File: src/rtl/wts_pkg.sv
// Shared constants, codes and types of the waypoint target selector.
package wts_pkg;

    localparam int WTS_MAX_WAYPOINTS = 256;

    localparam int COORD_W   = 24;
    localparam int MAG_W     = COORD_W + 1;
    localparam int DIST_W    = 2 * MAG_W;
    localparam int RADIUS_W  = 16;
    localparam int RADIUS2_W = 2 * RADIUS_W;
    localparam int IDX_OUT_W = 8;

    localparam int APB_ADDR_W = 4;
    localparam int APB_DATA_W = 32;

    localparam logic [RADIUS_W-1:0] WP_RADIUS_RST   = 16'd500;
    localparam logic [RADIUS_W-1:0] LOOKAHEAD_RST   = 16'd1000;
    localparam logic [RADIUS_W-1:0] GOAL_RADIUS_RST = 16'd300;
    localparam logic [RADIUS_W-1:0] GOAL_RADIUS_MIN = 16'd10;

    // register indexes (byte address = 4 * index)
    localparam logic [1:0] REG_WP_RADIUS   = 2'd0;
    localparam logic [1:0] REG_LOOKAHEAD   = 2'd1;
    localparam logic [1:0] REG_GOAL_RADIUS = 2'd2;

    localparam logic [1:0] MODE_POSE  = 2'd0;
    localparam logic [1:0] MODE_LOAD  = 2'd1;
    localparam logic [1:0] MODE_CLEAR = 2'd2;

    localparam logic [1:0] STATUS_NO_PATH = 2'd0;
    localparam logic [1:0] STATUS_TRACK   = 2'd1;
    localparam logic [1:0] STATUS_GOAL    = 2'd2;

    typedef enum logic [2:0] {
        ST_IDLE,
        ST_SQ_START,
        ST_SQ_WAIT,
        ST_RD,
        ST_LAT,
        ST_DWAIT,
        ST_FETCH,
        ST_OUT
    } wts_state_t;

    typedef enum logic [1:0] {
        PH_GOAL,
        PH_NEAR,
        PH_SKIP,
        PH_LOOK
    } wts_phase_t;

    typedef enum logic [1:0] {
        SQ_GOAL,
        SQ_WP,
        SQ_LOOK
    } wts_sq_sel_t;

    typedef enum logic [1:0] {
        DS_IDLE,
        DS_SQX,
        DS_SQY,
        DS_SUM
    } wts_dstep_t;

    // request to the squared-distance unit
    typedef struct packed {
        logic                      start;
        logic signed [COORD_W-1:0] pt_x;
        logic signed [COORD_W-1:0] pt_y;
        logic signed [COORD_W-1:0] ref_x;
        logic signed [COORD_W-1:0] ref_y;
    } wts_dist_req_t;

endpackage

File: src/rtl/wts_dist_unit.sv
// Shared squared-distance unit: one multiplier used for dx^2, then dy^2, then summed.
module wts_dist_unit
    import wts_pkg::*;
(
    input  logic              aclk,
    input  logic              aresetn,
    input  wts_dist_req_t     req,
    output logic              done,
    output logic [DIST_W-1:0] sq_dist
);

    wts_dstep_t               step_reg, step_next;
    logic                     done_reg;
    logic signed [MAG_W-1:0]  dx_reg, dy_reg;
    logic [MAG_W-1:0]         ax, ay, mul_op;
    logic [DIST_W-1:0]        mul_res;
    logic [DIST_W-1:0]        sqx_reg, sqy_reg, dist_reg;

    assign ax      = dx_reg[MAG_W-1] ? MAG_W'(~dx_reg + 1'b1) : MAG_W'(dx_reg);
    assign ay      = dy_reg[MAG_W-1] ? MAG_W'(~dy_reg + 1'b1) : MAG_W'(dy_reg);
    assign mul_op  = (step_reg == DS_SQX) ? ax : ay;
    assign mul_res = DIST_W'(mul_op) * DIST_W'(mul_op);

    always_comb begin
        step_next = step_reg;
        case (step_reg)
            DS_IDLE: if (req.start) step_next = DS_SQX;
            DS_SQX:  step_next = DS_SQY;
            DS_SQY:  step_next = DS_SUM;
            DS_SUM:  step_next = DS_IDLE;
            default: step_next = DS_IDLE;
        endcase
    end

    always_ff @(posedge aclk) begin
        if (!aresetn) begin
            step_reg <= DS_IDLE;
            done_reg <= 1'b0;
        end else begin
            step_reg <= step_next;
            done_reg <= (step_reg == DS_SUM);
        end
    end

    always_ff @(posedge aclk) begin
        if (req.start && step_reg == DS_IDLE) begin
            dx_reg <= {req.pt_x[COORD_W-1], req.pt_x} - {req.ref_x[COORD_W-1], req.ref_x};
            dy_reg <= {req.pt_y[COORD_W-1], req.pt_y} - {req.ref_y[COORD_W-1], req.ref_y};
        end
        if (step_reg == DS_SQX) sqx_reg <= mul_res;
        if (step_reg == DS_SQY) sqy_reg <= mul_res;
        if (step_reg == DS_SUM) dist_reg <= sqx_reg + sqy_reg;
    end

    assign done    = done_reg;
    assign sq_dist = dist_reg;

endmodule

File: config.mk
export PLATFORM = sky130hd
export DESIGN_NAME = wts_dist_unit
export DESIGN_NICKNAME = d
export VERILOG_FILES = /design/src/rtl/wts_pkg.sv /design/src/rtl/wts_dist_unit.sv
export SDC_FILE = /design/constraint.sdc
export NUM_CORES = 2
export LEC_CHECK = 0
export ABC_AREA = 0
export BUFFER_PORTS_ARGS = -buffer_cell sky130_fd_sc_hd__buf_2
export CORE_MARGIN = 3
export CORE_UTILIZATION = 40
export DETAILED_ROUTE_END_ITERATION = 7
export PLACE_DENSITY = 0.67
export SYNTH_ARGS = -nofsm -noshare
export SYNTH_HDL_FRONTEND = slang
export SYNTH_SLANG_ARGS = --single-unit
File: constraint.sdc
create_clock -name aclk -period 20.3 [get_ports aclk]
set_input_delay 1.015 -clock aclk [delete_from_list [all_inputs] [get_ports aclk]]
set_output_delay 1.015 -clock aclk [all_outputs]
set_load 0.01 [all_outputs]
=== Yosys cells after proc, flatten, opt, wreduce, memory -nomap -nowiden ===
Index checks and enable logic that the tools add are counted.

* Bits in registers: 203
* Bits of input ports: 99
* Output and inout port bits: 51

* Add/sub/neg operators: 5
* Multipliers: 1
* Equal/unequal tests: 4
* Mux-type cells: 5
* Bitwise logic cells: 2
* Reductions and logical operators: 2

{| class="wikitable"
|+ Operators by type and width
! operator !! count
|-
| 25-bit two-way mux || 3
|-
| 25-bit by 1-bit adder with 25-bit output, second input constant || 2
|-
| 50-bit adder || 1
|-
| 25-bit by 25-bit multiplier with 50-bit output || 1
|-
| 25-bit inverter || 2
|-
| 24-bit by 24-bit subtractor with 25-bit output || 2
|-
| 2-bit case mux with 4 select lines || 1
|-
| 2-bit == test, second input constant || 2
|-
| 2-bit by 1-bit == test with 1-bit output, second input constant || 1
|-
| 2-bit logical NOT || 1
|-
| 2-bit two-way mux || 1
|-
| 2-bit inequality test, second input constant || 1
|-
| 1-bit logical AND || 1
|}

=== Longest topological paths before layout ===
* Depth in word-level cells: 5
* Mapped depth: 37
* Depth with buffers taken out: 36

=== Worst setup path before layout ===
No wires, ideal clock.

* Path kind: reg-to-reg
* From: register step_reg[1]
* To: register sqx_reg[44], data pin
* Setup time: 0.242 ns
* Data arrival time: 9.277 ns
* Required time: 20.058 ns
* Setup slack: 10.781 ns
* Cell stages (with the launch flop): 30
* Path buffers: 4
* Period minus slack after synthesis: 9.519 ns
* Cell sequence: dfxtp_1 -> inv_1 -> ha_1 -> buf_1 -> clkbuf_1 -> mux2i_1 -> clkbuf_1 -> nand2_1 -> fa_1 -> fa_1 -> inv_1 -> fa_1 -> fa_1 -> fa_1 -> fa_1 -> inv_1 -> fa_1 -> inv_1 -> ha_1 -> clkbuf_1 -> a21o_1 -> a21o_1 -> a21o_1 -> a21oi_1 -> o2bb2ai_1 -> a31o_2 -> o31a_1 -> o21ai_2 -> mux2i_1 -> a2111oi_0

* Cells in the longest elaborated chain, start to end: 3

{| class="wikitable"
|+ RTL lines
! what !! RTL line !! RTL
|-
| start, declared || wts_dist_unit.sv:12 || <nowiki>wts_dstep_t step_reg, step_next;</nowiki>
|-
| start signal, assigned || wts_dist_unit.sv:40 || <nowiki>step_reg <= step_next;</nowiki>
|-
| 2-bit by 1-bit == test with 1-bit output || wts_dist_unit.sv:21 || <nowiki>assign mul_op = (step_reg == DS_SQX) ? ax : ay;</nowiki>
|-
| 25-bit two-way mux || wts_dist_unit.sv:21 ||
|-
| 25-bit by 25-bit multiplier with 50-bit output || wts_dist_unit.sv:22 || <nowiki>assign mul_res = DIST_W'(mul_op) * DIST_W'(mul_op);</nowiki>
|-
| net mul_res[44] || wts_dist_unit.sv:16 || <nowiki>logic [DIST_W-1:0] mul_res;</nowiki>
|-
| end signal, assigned || wts_dist_unit.sv:50 || <nowiki>if (step_reg == DS_SQX) sqx_reg <= mul_res;</nowiki>
|-
| end, declared || wts_dist_unit.sv:17 || <nowiki>logic [DIST_W-1:0] sqx_reg, sqy_reg, dist_reg;</nowiki>
|}

The timed path passes the listed nets, and every way through them passes these cells.
A chain may end at the register's enable or synchronous reset.

=== Worst setup path after layout ===
* From: register dx_reg[3]
* To: register sqy_reg[45], data pin

* Cells in the longest elaborated chain, start to end: 5

{| class="wikitable"
|+ RTL lines
! what !! RTL line !! RTL
|-
| start, declared || wts_dist_unit.sv:14 || <nowiki>logic signed [MAG_W-1:0] dx_reg, dy_reg;</nowiki>
|-
| start signal, assigned || wts_dist_unit.sv:47 || <nowiki>dx_reg <= {req.pt_x[COORD_W-1], req.pt_x} - {req.ref_x[COORD_W-1], req.ref_x};</nowiki>
|-
| 25-bit inverter || wts_dist_unit.sv:19 || <nowiki>assign ax = dx_reg[MAG_W-1] ? MAG_W'(~dx_reg + 1'b1) : MAG_W'(dx_reg);</nowiki>
|-
| 25-bit by 1-bit adder with 25-bit output || wts_dist_unit.sv:19 ||
|-
| 25-bit two-way mux (*) || wts_dist_unit.sv:19 ||
|-
| 25-bit two-way mux (*) || wts_dist_unit.sv:21 ||
|-
| 25-bit by 25-bit multiplier with 50-bit output (*) || wts_dist_unit.sv:22 ||
|-
| net mul_res[45] || wts_dist_unit.sv:16 ||
|-
| end signal, assigned || wts_dist_unit.sv:51 || <nowiki>if (step_reg == DS_SQY) sqy_reg <= mul_res;</nowiki>
|-
| end, declared || wts_dist_unit.sv:17 ||
|}

Mark *: on every way through the listed nets, which the timed path passes. The rest lies on a longest branch.

==> metrics <==
status=finished clean; Critical Path AT=10.53 ns; final setup vio count=0; worst hold path type=register to register; synthesis-to-layout area growth=9.12%; Routed Antenna Nets=0; number of max-cap violations=0; PortBufs=149; max-slew violation count=0; Max Fclk=0.0973 GHz; Reg2Reg Setup Slack=10.02 ns; number of global-route vias before repair=21,800; post-synthesis adder-cell area fraction=0.444; worst hold path depth=1; Starting Density=0.406; number of remaining DRC errors=0; worst r2r src=dx_reg[3]$_DFFE_PP_; Sink Count=201; grt ovf=0; DR vias/cell=4.92; Mapped Area=29,200 um2; largest cells by area after synthesis=fa_1, edfxtp_1, ha_1, inv_1, nand2_1; setup_tns=0 ns; fin crit share=0.506; startpoint types=register; final core utilization=0.443; sequential share of the synthesized area=0.206; first-pass GRT wire length=111,000 um; most frequent cells in the layout=inv_1, fa_1, ha_1; pin count of the biggest net entering global routing=52; Critical Path Most Common Cell=inv_1; Final min period=10.28 ns; CTS tree=yes; CTS max path bufs=3; Slowest-stage cell, CP=o31ai_1; main combinational cell family by area after synthesis=adder cells; Critical Path RT=20.55 ns; syn_area_per_cell=9.78 um2; RSZ-0062 raised after global routing=false; R2R cell count=35; Total GRT Usage=0.177; layout filler cell count=6,857; Crit path max-delay family=adder cells; area leader, netlist=fa_1; io pins=150; initial antenna violation count=1; Worst Clk Skew=0.0458 ns; drt first pass iters=5; Synth async-reset ratio=0; share of the synthesized area in the top cell type=0.322; final-stage net count=3,993; kind of critical path=register to register; Crit. End Element=register; HP Start=sqy_reg[2]$_DFFE_PP_; largest stage delay on the critical path=0.59 ns; WP buf/inv=8; Synth Flop Type=edfxtp_1; WHS=0.535 ns; Final Hold Viols=0; core outline area=72,000 um2; Synth Area in Compound Gates=0.0895; capturing point of the worst reg2reg path=sqy_reg[45]$_DFFE_PP_; Die Ht=276 um; Post-synth EDFFs=198; die width=276 um; synth unique cells=80; Detailed Route Iter0 Violations=1,324; Worst Setup SP=dx_reg[3]$_DFFE_PP_; #FFs+latches synth=201; # hold bufs at CTS=0; Post-CTS Setup Inserts=0; max FFs per register=50; share of cells above drive strength 1=0.0786; H-tree Lvls=1; DR vias=20,200; Inserted Clock Buffers=22; cts repair resizes=0; DR WL/cell=16.1 um; xor/xnor share of the synthesized area=0.0519; Synth Area in Simple Gates=0.0978; clock latency at the later pin of the worst-skew pair=0.55 ns; Site Rows=98; Routed WL=65,900 um; commonest non-fill, non-tap cell in the layout=inv_1; hold endpoint=sq_dist[2]$_DFFE_PP_; Final Wtd Congestion=0.905; Crit Path Max Fanout=14; Root Buffer Master=clkbuf_16; synth warn=0; Slew HR=0.374; DIE AREA=76,300 um2; post-synthesis mux area share=0.00745; DP HPWL=54,700 um; Worst-path clk slew=0.06 ns; Mapped Cells=2,989; Worst-Margin Slew=0.916 ns
how the worst max path moves through the flow:
stage | endpoint | slack [ns] | depth (start not counted)
2_1_floorplan | sqx_reg[44]$_DFFE_PP_ | 10.78 | 29
3_3_place_gp | sqx_reg[45]$_DFFE_PP_ | 10.28 | 34
3_5_place_dp | sqx_reg[45]$_DFFE_PP_ | 10.15 | 35
4_1_cts | sqy_reg[45]$_DFFE_PP_ | 10.08 | 35
5_1_grt | sqx_reg[45]$_DFFE_PP_ | 9.31 | 35
6_report | sqy_reg[45]$_DFFE_PP_ | 10.02 | 35
per-layer routing:
| metal | global-route usage | wire (um) | up-vias |
|---|---|---|---|
| met1 | 0.236 | 28500 | 9778 |
| met5 | 0 | 0 | - |
| met3 | 0.0312 | 4490 | 126 |
| met2 | 0.296 | 30900 | 556 |
| li1 | - | - | 9754 |
| met4 | 0.0544 | 2030 | 0 |
logic make-up (layout without fill, tap and decap cells):
logic type               count (synthesis)  count (layout)
XOR/XNOR                               173             173
adder cells (fa/ha/maj)                755             755
AND/OR/NAND/NOR                        638             638
multiplexers                            20              20
flip-flops                             201             201
other                                    2              19
buffers and inverters                  800             950
AO/OA/AOI/OAI                          400             400
cells in the mapped netlist, types with 15 or more instances:
master / number
inv_1: 729
fa_1: 470
ha_1: 285
nand2_1: 243
nor2_1: 209
edfxtp_1: 198
a21oi_1: 98
xnor2_1: 94
o21ai_0: 79
xor2_1: 79
a21o_1: 69
clkbuf_1: 46
nor3_1: 34
nand3_1: 28
o21a_1: 21
o21bai_1: 20
nand2b_1: 19
nor2b_1: 19
o31ai_1: 17
or3_1: 15
area by class of cell:
class                           instances  area (um2)  area share
Multi-Input combinational cell       2004       20300       0.636
Sequential cell                       201        6010       0.188
Inverter                              739        2780      0.0871
Tap cell                              950        1190      0.0373
Timing Repair Buffer                  171         911      0.0286
Clock buffer                           26         566      0.0177
Clock inverter                         14         156     0.00491
Antenna cell                            1        2.50   0.0000785
through the flow:
step | cell area [um2] | instances | setup slack, ns
floorplan | 29300 | 3005 | 10.78
global placement | 31200 | 4065 | 10.28
detailed placement | 31200 | 4065 | 10.15
CTS | 31900 | 4105 | 10.08
global route | 31900 | 4106 | 9.31
finish | 31900 | 4106 | 10.02
Power is left out: the tool's default activity adds up to more than one toggle a clock period on the data nets, which glitch-free logic cannot reach.
